`config.mk`:
```
export PLATFORM = sky130hd
export DESIGN_NAME = audio_dynamic_range_compressor_core
export DESIGN_NICKNAME = d
export VERILOG_FILES = /design/src/rtl/adrc_pkg.sv /design/src/rtl/adrc_mul.sv /design/src/rtl/audio_dynamic_range_compressor_core.sv
export SDC_FILE = /design/constraint.sdc
export NUM_CORES = 2
export LEC_CHECK = 0
export ABC_AREA = 1
export ABC_CLOCK_PERIOD_IN_PS = 15000
export CAP_MARGIN = 20
export CORE_ASPECT_RATIO = 1.2
export CORE_MARGIN = 10
export CORE_UTILIZATION = 45
export CTS_CLUSTER_DIAMETER = 80
export CTS_CLUSTER_SIZE = 8
export DETAILED_ROUTE_END_ITERATION = 7
export DONT_BUFFER_PORTS = 1
export SYNTH_ARGS = -nofsm -noshare
export SYNTH_HDL_FRONTEND = slang
export SYNTH_HIERARCHICAL = 1
export SYNTH_SLANG_ARGS = --single-unit
```
`constraint.sdc`:
```
create_clock -name clock -period 15 [get_ports clock]
set_input_delay 2.25 -clock clock [delete_from_list [all_inputs] [get_ports clock]]
set_output_delay 2.25 -clock clock [all_outputs]
set_load 0.05 [all_outputs]
```
`src/rtl/adrc_pkg.sv`:
```
// adrc_pkg: types, constants and elaboration-time helpers for the compressor core
// no dependencies; imported by adrc_mul, audio_dynamic_range_compressor_core and the testbench
package adrc_pkg;

   localparam int MUL_W  = 32;
   localparam int PROD_W = 64;

   localparam logic signed [15:0] DB_FLOOR_Q88    = -16'sd30720;
   localparam logic [31:0]        DB_PER_OCTAVE_K = 32'd394566;
   localparam logic [31:0]        OCTAVE_PER_DB_K = 32'd2786635;
   localparam logic [16:0]        INV_RATIO_MAX   = 17'd65536;
   localparam logic [30:0]        ONE_Q30         = 31'h4000_0000;

   localparam logic [2:0] CSR_ENABLE        = 3'd0;
   localparam logic [2:0] CSR_THRESHOLD_DB  = 3'd1;
   localparam logic [2:0] CSR_INVERSE_RATIO = 3'd2;
   localparam logic [2:0] CSR_ATTACK_COEFF  = 3'd3;
   localparam logic [2:0] CSR_RELEASE_COEFF = 3'd4;

   typedef enum logic [3:0] {
      ST_IDLE,
      ST_LOG_MUL,
      ST_LOG_UPD,
      ST_DB_MUL,
      ST_DB_UPD,
      ST_ENV_MUL,
      ST_ENV_UPD,
      ST_TGT_MUL,
      ST_TGT_UPD,
      ST_EXP_MUL,
      ST_EXP_UPD,
      ST_POW_MUL,
      ST_POW_UPD,
      ST_SCALE_MUL,
      ST_SCALE_UPD,
      ST_OUT
   } state_type;

   typedef struct packed {
      logic [MUL_W-1:0] a;
      logic [MUL_W-1:0] b;
   } mul_req_type;

   // floor integer square root, used only to build constants
   function automatic logic [63:0] isqrt64(input logic [63:0] v_in);
      logic [63:0] v;
      logic [63:0] r;
      logic [63:0] b;
      v = v_in;
      r = 64'd0;
      b = 64'd1 << 62;
      for (int i = 0; i < 32; i++) begin
         if (b > v) b = b >> 2;
      end
      for (int i = 0; i < 32; i++) begin
         if (b != 64'd0) begin
            if (v >= r + b) begin
               v = v - (r + b);
               r = (r >> 1) + b;
            end else begin
               r = r >> 1;
            end
            b = b >> 2;
         end
      end
      return r;
   endfunction

   // 2^(2^-k) in Q1.30 by repeated square roots of 2
   function automatic logic [30:0] pow_rom_entry(input int k);
      logic [63:0] r;
      r = isqrt64(64'd2 << 60);
      for (int j = 2; j <= k; j++) begin
         r = isqrt64(r << 30);
      end
      return r[30:0];
   endfunction

endpackage

```
`src/rtl/adrc_mul.sv`:
```
// adrc_mul: shared 32x32 unsigned multiplier with registered product
// depends on adrc_pkg
module adrc_mul (
   input  logic                      clock,
   input  adrc_pkg::mul_req_type     mul_req,
   output logic [adrc_pkg::PROD_W-1:0] mul_prod
);
   import adrc_pkg::*;

   logic [PROD_W-1:0] prod_ff;
   logic [PROD_W-1:0] prod_in;

   assign prod_in = mul_req.a * mul_req.b;

   always_ff @(posedge clock) begin
      prod_ff <= prod_in;
   end

   assign mul_prod = prod_ff;

endmodule

```
`src/rtl/audio_dynamic_range_compressor_core.sv`:
```
// audio_dynamic_range_compressor_core: feedforward compressor with dB envelope
// depends on adrc_pkg and adrc_mul
//
// One sample is taken at a time. The sample's magnitude is converted to a dB
// level (log2 by 16 squaring steps), a one-pole envelope follows that level,
// and above the threshold the sample is scaled by 2^(gain in octaves), built
// from 16 constant factors. Every product goes through one shared 32x32
// multiplier whose output is registered. A disabled sample goes straight to
// the output; a zero sample skips the log, and a zero sample or one whose
// envelope stays at or below the threshold skips the gain steps. When
// compressing, the exponent takes one extra multiply per set fraction bit.
// The input is stalled while a sample is at work; a finished result sits in
// the output register and the next sample is taken while it waits.
// Configuration writes land at once and belong in idle time.
module audio_dynamic_range_compressor_core (
   input  logic        clock,
   input  logic        reset,
   input  logic        req_valid,
   output logic        req_stall,
   input  logic signed [23:0] req_sample_in,
   output logic        rsp_valid,
   input  logic        rsp_stall,
   output logic signed [23:0] rsp_sample_out,
   input  logic        csr_write_enable,
   input  logic [2:0]  csr_index,
   input  logic [16:0] csr_write_data
);
   import adrc_pkg::*;

   // sequencer
   state_type state_ff, state_in;

   // configuration registers
   logic               enable_ff, enable_in;
   logic signed [15:0] thr_ff, thr_in;
   logic [16:0]        ir_ff, ir_in;
   logic [15:0]        att_ff, att_in;
   logic [15:0]        rel_ff, rel_in;

   // working registers
   logic signed [23:0] x_ff, x_in;
   logic [23:0]        m_ff, m_in;
   logic [30:0]        y_ff, y_in;
   logic signed [5:0]  lint_ff, lint_in;
   logic [15:0]        lfrac_ff, lfrac_in;
   logic [3:0]         cnt_ff, cnt_in;
   logic signed [15:0] lvl_ff, lvl_in;
   logic signed [15:0] env_ff, env_in;
   logic signed [16:0] tgt_ff, tgt_in;
   logic signed [25:0] e_ff, e_in;
   logic [30:0]        acc_ff, acc_in;
   logic signed [23:0] res_ff, res_in;

   // output register
   logic               rsp_valid_ff, rsp_valid_in;
   logic signed [23:0] rsp_data_ff, rsp_data_in;

   // shared multiplier
   mul_req_type        mul_req;
   logic [PROD_W-1:0]  mul_prod;

   adrc_mul u_mul (
      .clock    (clock),
      .mul_req  (mul_req),
      .mul_prod (mul_prod)
   );

   // constant factor table 2^(2^-k), k = 1..16
   logic [30:0] rom_w [0:15];
   for (genvar j = 0; j < 16; j++) begin : g_rom
      localparam logic [30:0] ROM_K = pow_rom_entry(j + 1);
      assign rom_w[j] = ROM_K;
   end

   // ---------------- combinational helpers ----------------
   logic               accept;
   logic               out_free;
   logic signed [24:0] req_ext;
   logic [24:0]        req_neg;
   logic [23:0]        req_mag;
   logic [4:0]         lead_p;
   logic [30:0]        y_start;
   logic signed [5:0]  lint_start;
   logic [31:0]        y_sq;
   logic signed [21:0] l_val;
   logic               l_neg;
   logic [21:0]        l_mag;
   logic [63:0]        rnd24, rnd16, rnd30;
   logic signed [17:0] t_db;
   logic signed [15:0] lvl_db;
   logic               env_rise;
   logic [15:0]        coef;
   logic signed [16:0] d_env;
   logic [16:0]        d_mag;
   logic signed [17:0] r_env;
   logic signed [17:0] env_new;
   logic signed [16:0] dt;
   logic [16:0]        ir_cl;
   logic signed [16:0] tgt_new;
   logic signed [17:0] rel_db;
   logic [17:0]        rel_mag;
   logic signed [25:0] e_new;
   logic               f_bit;
   logic signed [9:0]  n_oct;
   logic signed [10:0] n_cl;
   logic signed [10:0] s_wide;
   logic [6:0]         s_amt;
   logic [71:0]        p72;
   logic [71:0]        p_shift;
   logic [55:0]        mag;
   logic signed [23:0] sat_out;

   assign accept   = req_valid && !req_stall;
   assign out_free = !rsp_valid_ff || !rsp_stall;

   always_comb begin
      req_ext = {req_sample_in[23], req_sample_in};
      req_neg = 25'(-req_ext);
      req_mag = req_sample_in[23] ? req_neg[23:0] : $unsigned(req_sample_in);
      lead_p  = 5'd0;
      for (int i = 0; i < 24; i++) begin
         if (req_mag[i]) lead_p = 5'(i);
      end
   end

   assign y_start    = 31'({7'd0, req_mag} << (5'd30 - lead_p));
   assign lint_start = $signed({1'b0, lead_p}) - 6'sd23;

   // log squaring step
   assign y_sq = mul_prod[61:30];

   // level in dB
   assign l_val = {lint_ff, lfrac_ff};
   assign l_neg = l_val[21];
   assign l_mag = l_neg ? 22'(-l_val) : $unsigned(l_val);
   assign rnd24 = (mul_prod + (64'd1 << 23)) >> 24;
   assign rnd16 = (mul_prod + (64'd1 << 15)) >> 16;
   assign rnd30 = (mul_prod + (64'd1 << 29)) >> 30;
   assign t_db  = l_neg ? -$signed({1'b0, rnd24[16:0]}) : $signed({1'b0, rnd24[16:0]});
   assign lvl_db = (t_db < 18'sd0 - 18'sd30720) ? DB_FLOOR_Q88 : t_db[15:0];

   // envelope smoothing toward the level
   assign env_rise = lvl_ff > env_ff;
   assign coef     = env_rise ? att_ff : rel_ff;
   assign d_env    = {env_ff[15], env_ff} - {lvl_ff[15], lvl_ff};
   assign d_mag    = d_env[16] ? 17'(-d_env) : $unsigned(d_env);
   assign r_env    = d_env[16] ? -$signed({1'b0, rnd16[16:0]}) : $signed({1'b0, rnd16[16:0]});
   assign env_new  = {{2{lvl_ff[15]}}, lvl_ff} + r_env;

   // target level above threshold
   assign dt      = {env_ff[15], env_ff} - {thr_ff[15], thr_ff};
   assign ir_cl   = (ir_ff > INV_RATIO_MAX) ? INV_RATIO_MAX : ir_ff;
   assign tgt_new = {thr_ff[15], thr_ff} + $signed({1'b0, rnd16[15:0]});

   // gain exponent in octaves
   assign rel_db  = {tgt_ff[16], tgt_ff} - {{2{lvl_ff[15]}}, lvl_ff};
   assign rel_mag = rel_db[17] ? 18'(-rel_db) : $unsigned(rel_db);
   assign e_new   = rel_db[17] ? -$signed({1'b0, rnd16[24:0]}) : $signed({1'b0, rnd16[24:0]});
   assign f_bit   = e_ff[4'd15 - cnt_ff];

   // final scaling, rounding half up, saturation
   always_comb begin
      n_oct = e_ff[25:16];
      if (n_oct > 10'sd29) begin
         n_cl = 11'sd29;
      end else if (n_oct < -10'sd40) begin
         n_cl = -11'sd40;
      end else begin
         n_cl = {n_oct[9], n_oct};
      end
      s_wide  = 11'sd30 - n_cl;
      s_amt   = s_wide[6:0];
      p72     = {17'd0, mul_prod[54:0]};
      p_shift = p72 >> s_amt;
      mag     = p_shift[55:0] + {55'd0, p72[s_amt - 7'd1]};
      if (x_ff[23]) begin
         if (mag > 56'd8388608) sat_out = -24'sd8388608;
         else sat_out = 24'(-$signed({1'b0, mag[23:0]}));
      end else begin
         if (mag > 56'd8388607) sat_out = 24'sd8388607;
         else sat_out = $signed(mag[23:0]);
      end
   end

   // ---------------- next state ----------------
   always_comb begin
      state_in = state_ff;
      case (state_ff)
         ST_IDLE: begin
            if (req_valid) begin
               if (!enable_ff) state_in = ST_OUT;
               else if (req_mag == 24'd0) state_in = ST_ENV_MUL;
               else state_in = ST_LOG_MUL;
            end
         end
         ST_LOG_MUL: state_in = ST_LOG_UPD;
         ST_LOG_UPD: state_in = (cnt_ff == 4'd0) ? ST_DB_MUL : ST_LOG_MUL;
         ST_DB_MUL:  state_in = ST_DB_UPD;
         ST_DB_UPD:  state_in = ST_ENV_MUL;
         ST_ENV_MUL: state_in = ST_ENV_UPD;
         ST_ENV_UPD: begin
            if ($signed(env_new[15:0]) <= thr_ff || m_ff == 24'd0) state_in = ST_OUT;
            else state_in = ST_TGT_MUL;
         end
         ST_TGT_MUL: state_in = ST_TGT_UPD;
         ST_TGT_UPD: state_in = ST_EXP_MUL;
         ST_EXP_MUL: state_in = ST_EXP_UPD;
         ST_EXP_UPD: state_in = ST_POW_MUL;
         ST_POW_MUL: begin
            if (f_bit) state_in = ST_POW_UPD;
            else if (cnt_ff == 4'd15) state_in = ST_SCALE_MUL;
         end
         ST_POW_UPD:   state_in = (cnt_ff == 4'd15) ? ST_SCALE_MUL : ST_POW_MUL;
         ST_SCALE_MUL: state_in = ST_SCALE_UPD;
         ST_SCALE_UPD: state_in = ST_OUT;
         ST_OUT: begin
            if (out_free) state_in = ST_IDLE;
         end
         default: state_in = ST_IDLE;
      endcase
   end

   // ---------------- sequencer outputs ----------------
   always_comb begin
      req_stall = (state_ff != ST_IDLE);
      mul_req.a = 32'd0;
      mul_req.b = 32'd0;
      case (state_ff)
         ST_LOG_MUL: begin
            mul_req.a = {1'b0, y_ff};
            mul_req.b = {1'b0, y_ff};
         end
         ST_DB_MUL: begin
            mul_req.a = {10'd0, l_mag};
            mul_req.b = DB_PER_OCTAVE_K;
         end
         ST_ENV_MUL: begin
            mul_req.a = {15'd0, d_mag};
            mul_req.b = {16'd0, coef};
         end
         ST_TGT_MUL: begin
            mul_req.a = {15'd0, $unsigned(dt)};
            mul_req.b = {15'd0, ir_cl};
         end
         ST_EXP_MUL: begin
            mul_req.a = {14'd0, rel_mag};
            mul_req.b = OCTAVE_PER_DB_K;
         end
         ST_POW_MUL: begin
            mul_req.a = {1'b0, acc_ff};
            mul_req.b = {1'b0, rom_w[cnt_ff]};
         end
         ST_SCALE_MUL: begin
            mul_req.a = {8'd0, m_ff};
            mul_req.b = {1'b0, acc_ff};
         end
         default: begin
            mul_req.a = 32'd0;
            mul_req.b = 32'd0;
         end
      endcase
   end

   // ---------------- datapath next values ----------------
   always_comb begin
      x_in     = x_ff;
      m_in     = m_ff;
      y_in     = y_ff;
      lint_in  = lint_ff;
      lfrac_in = lfrac_ff;
      cnt_in   = cnt_ff;
      lvl_in   = lvl_ff;
      env_in   = env_ff;
      tgt_in   = tgt_ff;
      e_in     = e_ff;
      acc_in   = acc_ff;
      res_in   = res_ff;
      case (state_ff)
         ST_IDLE: begin
            if (accept) begin
               x_in     = req_sample_in;
               m_in     = req_mag;
               y_in     = y_start;
               lint_in  = lint_start;
               lfrac_in = 16'd0;
               cnt_in   = 4'd15;
               lvl_in   = DB_FLOOR_Q88;
               res_in   = req_sample_in;
            end
         end
         ST_LOG_UPD: begin
            if (y_sq[31]) begin
               lfrac_in[cnt_ff] = 1'b1;
               y_in = y_sq[31:1];
            end else begin
               y_in = y_sq[30:0];
            end
            cnt_in = cnt_ff - 4'd1;
         end
         ST_DB_UPD: lvl_in = lvl_db;
         ST_ENV_UPD: begin
            env_in = env_new[15:0];
            res_in = x_ff;
         end
         ST_TGT_UPD: tgt_in = tgt_new;
         ST_EXP_UPD: begin
            e_in   = e_new;
            acc_in = ONE_Q30;
            cnt_in = 4'd0;
         end
         ST_POW_MUL: begin
            if (!f_bit) cnt_in = cnt_ff + 4'd1;
         end
         ST_POW_UPD: begin
            acc_in = rnd30[30:0];
            cnt_in = cnt_ff + 4'd1;
         end
         ST_SCALE_UPD: res_in = sat_out;
         default: begin
            x_in = x_ff;
         end
      endcase
   end

   // configuration writes
   always_comb begin
      enable_in = enable_ff;
      thr_in    = thr_ff;
      ir_in     = ir_ff;
      att_in    = att_ff;
      rel_in    = rel_ff;
      if (csr_write_enable) begin
         case (csr_index)
            CSR_ENABLE:        enable_in = csr_write_data[0];
            CSR_THRESHOLD_DB:  thr_in    = $signed(csr_write_data[15:0]);
            CSR_INVERSE_RATIO: ir_in     = csr_write_data;
            CSR_ATTACK_COEFF:  att_in    = csr_write_data[15:0];
            CSR_RELEASE_COEFF: rel_in    = csr_write_data[15:0];
            default:           enable_in = enable_ff;
         endcase
      end
   end

   // output register: loads when free, drops when taken
   always_comb begin
      rsp_valid_in = rsp_valid_ff;
      rsp_data_in  = rsp_data_ff;
      if (rsp_valid_ff && !rsp_stall) rsp_valid_in = 1'b0;
      if (state_ff == ST_OUT && out_free) begin
         rsp_valid_in = 1'b1;
         rsp_data_in  = res_ff;
      end
   end

   // ---------------- registers ----------------
   always_ff @(posedge clock) begin
      if (reset) begin
         state_ff     <= ST_IDLE;
         rsp_valid_ff <= 1'b0;
         env_ff       <= 16'sd0;
         enable_ff    <= 1'b1;
         thr_ff       <= -16'sd5120;
         ir_ff        <= 17'd16384;
         att_ff       <= 16'd65399;
         rel_ff       <= 16'd65522;
      end else begin
         state_ff     <= state_in;
         rsp_valid_ff <= rsp_valid_in;
         env_ff       <= env_in;
         enable_ff    <= enable_in;
         thr_ff       <= thr_in;
         ir_ff        <= ir_in;
         att_ff       <= att_in;
         rel_ff       <= rel_in;
      end
   end

   // payload, no reset
   always_ff @(posedge clock) begin
      x_ff        <= x_in;
      m_ff        <= m_in;
      y_ff        <= y_in;
      lint_ff     <= lint_in;
      lfrac_ff    <= lfrac_in;
      cnt_ff      <= cnt_in;
      lvl_ff      <= lvl_in;
      tgt_ff      <= tgt_in;
      e_ff        <= e_in;
      acc_ff      <= acc_in;
      res_ff      <= res_in;
      rsp_data_ff <= rsp_data_in;
   end

   assign rsp_valid      = rsp_valid_ff;
   assign rsp_sample_out = rsp_data_ff;

endmodule

```
# --- After elaboration in Yosys (flattened, before gate mapping) ---
# Memories as Yosys holds them, arrays and structs flattened.
# Index checks and enable logic that the tools add are counted.
# W data, S select, Z words.
op_classes:
  multipliers: 1
  mux: 73
  add_sub_neg: 24
  bitwise: 2
  n_reduce_logical: 33
  shift: 2
  n_eq_ne: 26
  order_cmp: 13
ops:
  columns: ["cell", "count"]
  rows:
  - ["$pmux W63 S7", 1]
  - ["$mux W31", 4]
  - ["$pmux W31 S2", 2]
  - ["$mux W24", 5]
  - ["$mux W16", 6]
  - ["$mux W5", 19]
  - ["$pmux W24 S3", 1]
  - ["$pmux W16 S2", 2]
  - ["$pmux W4 S16", 1]
  - ["$mul A31 B32 Y62", 1]
  - ["$add A61 B30 Y61 const B", 1]
  - ["$add A56 B1 Y56", 1]
  - ["$gt A56 B23 Y1 const B", 1]
  - ["$gt A56 B24 Y1 const B", 1]
  - ["$shr A55 B7 Y56", 1]
  - ["$logic_not A24 Y1", 2]
  - ["$neg A24 Y24", 2]
  - ["$add A41 B16 Y41 const B", 1]
  - ["$add A41 B24 Y41 const B", 1]
  - ["$eq A4 B4 Y1 const B", 9]
  - ["$mux W18", 2]
  - ["$mux W17", 2]
  - ["$sub A16 B16 Y17", 2]
  - ["$mux W4", 8]
  - ["other kinds (60)", 98]
word_totals:
  register_bits: 392
  mem_bits_ro: 496
  n_memories: 1
  in_bits: 49
memory_table:
  columns: ["name", "depth", "word_bits", "read_ports", "rd_ports_with_merged_regs", "wr", "line", "text"]
  rows:
  - ["(no name shown)", 16, 31, 1, 0, 0, "audio_dynamic_range_compressor_core.sv:251", "mul_req.b = {1'b0, rom_w[cnt_ff]};"]

# --- Logic depth before layout (Yosys ltp) ---
logic_depth:
  ltp_word: 29
  mapped_depth: 59
  mapped_depth_nobuf: 58

# --- By module ---
# Netlist, hierarchy kept.
modules_own_cells:
  columns: ["mod", "area_each_um2", "cells_per_inst", "instances"]
  rows:
  - ["adrc_mul", 37619.8, 5085, 1]
  - ["audio_dynamic_range_compressor_core", 31776.7, 4944, 1]

# --- Worst setup path after synthesis ---
# OpenSTA, ideal clock, no wires.
synth_timing:
  kind: "register to register"
  from: "reg lvl_ff[1]"
  to: "reg u_mul.prod_ff[60] (netlist: u_mul/mul_prod[60])"
  setup_slack_ns: 5.672
  path_stages_with_launch: 51
  n_path_buf: 2
  arrival_ns: 9.215
  cell_sequence: "edfxtp_1 > inv_1 > ha_1 > nand3_1 > and2_1 > inv_1 > a21oi_1 > o21bai_1 > nand2_1 > nand2_1 > nand2_1 > nand2_1 > a21oi_1 > o21ai_0 > nand2_1 > nand2_1 > a21oi_1 > o21ai_0 > [... 15 more ...] > inv_1 > fa_1 > fa_1 > fa_1 > inv_1 > fa_1 > inv_1 > ha_1 > nand2_1 > inv_1 > a21oi_1 > nand2_1 > nand2_1 > nand2_1 > a21oi_1 > nand2_1 > nand2_1 > nand2_1"
synth_rtl:
  columns: ["item", "line", "text"]
  rows:
  - ["from (decl)", "audio_dynamic_range_compressor_core.sv:47", "logic signed [15:0] lvl_ff, lvl_in;"]
  - ["from (signal assigned)", "audio_dynamic_range_compressor_core.sv:386", "lvl_ff <= lvl_in;"]
  - ["to (signal assigned)", "adrc_mul.sv:16", "prod_ff <= prod_in;"]
  - ["to (decl)", "adrc_mul.sv:10", "logic [PROD_W-1:0] prod_ff;"]

==> impl_results.md <==
* Post-Route WL at 273000 µm
* Num ports at 75
* Shortest clock period the worst path allows after layout at 11.04 ns
* Initial Utilization at 45.2%
* Area of the mapped netlist at 69000 µm²
* GRT overflow at 0
* Number of pins exceeding their max-slew limit in the final report at 0
* Buffers inserted during post-CTS setup optimization at 0
* Syn-to-layout area delta at 5.73%
* Static leakage at 40.2 nW
* Die Span X at 378 µm
* Clock tree from TritonCTS: yes
* Setup TNS at 0 ns
* Number of global-route vias before repair at 65591
* Area of the placeable core at 153000 µm²
* Slowest library cell on the worst path: a211oi_1
* Max-slew headroom at 24.4%
* Via count at 64140
* Global-route wire length before repair at 410000 µm
* Total die area at 170000 µm²
* CTS Buf Count at 58
* Max-cap violations at 0
* Setup slack, reg-to-reg at 3.96 ns
* Number of levels in the clock H-tree at 2
* Hold Startpoint: res_ff[19]$_DFFE_PP_
* Req. time, crit path at 15.57 ns
* Run status: complete, no violations
* Final setup margin at 3.96 ns
* Antenna violations before repair at 6
* Pre-antenna DRT Iters at 7
* Count of antenna-violating nets left after detailed routing at 0
* Count of hold buffers inserted by post-cts repair at 0
* Hold endpoint: rsp_sample_out[19]$_DFFE_PP_
* Sink count of the clock tree at 391
* Total of endpoints with negative setup slack in the final report at 0
* Kind of end point of the critical path: flop
* Clock transition at path regs at 0.06 ns
* Warnings from Yosys at 6
* Setup WS pre-CTS at 4.13 ns
* Critical path startpoint category: flop
* Cell depth of the worst hold path at 0
* VDD IR max at 0.000201 V
* Arrival time at the worst endpoint at 11.61 ns
* Number of design-rule violations left by the first detailed-router iteration at 6122
* Worst flop-to-flop path endpoint: u_mul/mul_prod[48]$_DFF_P_
* Post-route clock period utilization at 73.6%
* Worst hold-check path type: flop to flop
* Total half-perimeter wirelength after legalization and detailed placement at 219000 µm
* Post-DR vias/cell at 5.43
* Measured slew at the worst slew-check pin at 1.12 ns
* R2r startpoint: lfrac_ff[0]$_SDFFCE_PN0P_
* Share of layout cells above drive strength 1 at 4.25%
* Final hold vios at 0
* Post-Synthesis Cells at 9976
* Delay of the slowest critical-path stage at 0.69 ns
* Later-pin clock latency in the skew report at 0.70 ns
* Aggregate global-route resource usage at 31.8%
* Post-cts sizing count at 0
* Final Wtd Congestion at 0.994
* Largest net degree at the start of global routing at 77
* Cell chosen for the clock root: clkbuf_16
* Number of buffers on the longest clock path at 3
* RSZ-0062 raised after global routing: no
* Largest delay share family, worst path: adder cells
* Site Rows at 157
* Routed length per placed instance at 23.1 µm
* NumNets Final at 11105
* Detailed-route DRC error count at 0
* Average cell area after synthesis at 6.92 µm²
* Pwr dens at 233 nW/µm²
* Maximum fanout along the worst path at 32
* Critical path buffer and inverter count at 11
* Cell repeated most along the worst path: inv_1
* Buffers on Ports at 0
* Type of the setup path with the least slack: flop to flop
* Achievable Freq at 0.0906 GHz
* Final worst hold slack at 0.416 ns
* R2r worst-path depth at 41
* Setup Skew at 0.0841 ns
* Height of the chip at 449 µm
## how the worst max path moves through the flow
stage / startpoint / endpoint / cells past startpoint
after CTS: lvl_ff[1]$_SDFFCE_PP0P_ / u_mul/mul_prod[49]$_DFF_P_ / 44
final: lfrac_ff[0]$_SDFFCE_PN0P_ / u_mul/mul_prod[48]$_DFF_P_ / 41
after floorplan: lvl_ff[1]$_SDFFCE_PP0P_ / u_mul/mul_prod[60]$_DFF_P_ / 50
after detailed placement: lvl_ff[1]$_SDFFCE_PP0P_ / u_mul/mul_prod[57]$_DFF_P_ / 53
after global placement: lvl_ff[1]$_SDFFCE_PP0P_ / u_mul/mul_prod[48]$_DFF_P_ / 45
after global routing: lvl_ff[1]$_SDFFCE_PP0P_ / u_mul/mul_prod[48]$_DFF_P_ / 45
## power breakdown
| part | switching (mW) | leakage [nW] | internal, mW |
|---|---|---|---|
| combinational | 9.62 | 35.9 | 4.20 |
| sequential | 0.286 | 3.45 | 1.59 |
| clock | 0.552 | 0.821 | 0.740 |
| total | 10.5 | 40.2 | 6.53 |
## state kept, by name (all words and copies together), names as in the netlist, 6 cells and up
register and flops:
acc_ff 31, att_ff 16, e_ff 26, env_ff 16, ir_ff 17, lfrac_ff 16
lint_ff 6, lvl_ff 16, m_ff 23, rel_ff 16, res_ff 24, rsp_sample_out 24
tgt_ff 17, thr_ff 16, u_mul/mul_prod 62, x_ff 24, y_ff 31
## cell usage in the layout (no fill, tap or decap), types with 43 or more instances in the layout
master	n
inv_1	2352
edfxtp_1	242
dfxtp_1	148
nand2_1	2731
nor2_1	603
a21oi_1	250
buf_4	119
clkbuf_16	58
nor3_1	106
ha_1	377
nor2_2	43
nand3_1	852
xor2_1	166
nand4_1	81
o21ai_0	294
fa_1	901
## per-layer routing
metal	track usage (%)	up-vias	wire, µm
met4	17.7	2	18100
met1	38.3	31198	104000
met3	3.74	702	17300
met2	54.9	2530	133000
li1	-	29708	-
met5	0	-	19
## through the flow
| step | area, µm² | std cells | total power, mW | util [%] |
|---|---|---|---|---|
| floorplan | 69100 | 9984 | 10.5 | - |
| global placement | 71200 | 11700 | 15.5 | 46.7 |
| detailed placement | 71300 | 11702 | 15.5 | 46.7 |
| CTS | 73000 | 11805 | 17.0 | 47.8 |
| global route | 73000 | 11807 | 18.6 | 47.8 |
| finish | 73000 | 11808 | 17.0 | 47.8 |
## final cells by class
| type | instances | area (µm²) |
|---|---|---|
| Clock buffer | 94 | 1600 |
| Clock inverter | 9 | 131 |
| Antenna cell | 1 | 2.50 |
| Fill cell | 15857 | 79600 |
| Multi-Input combinational cell | 6803 | 48600 |
| Timing Repair Buffer | 122 | 920 |
| Sequential cell | 391 | 10300 |
| Inverter | 2401 | 9020 |
| Tap cell | 1987 | 2490 |
No activity file was read; power rests on OpenSTA's default activity.
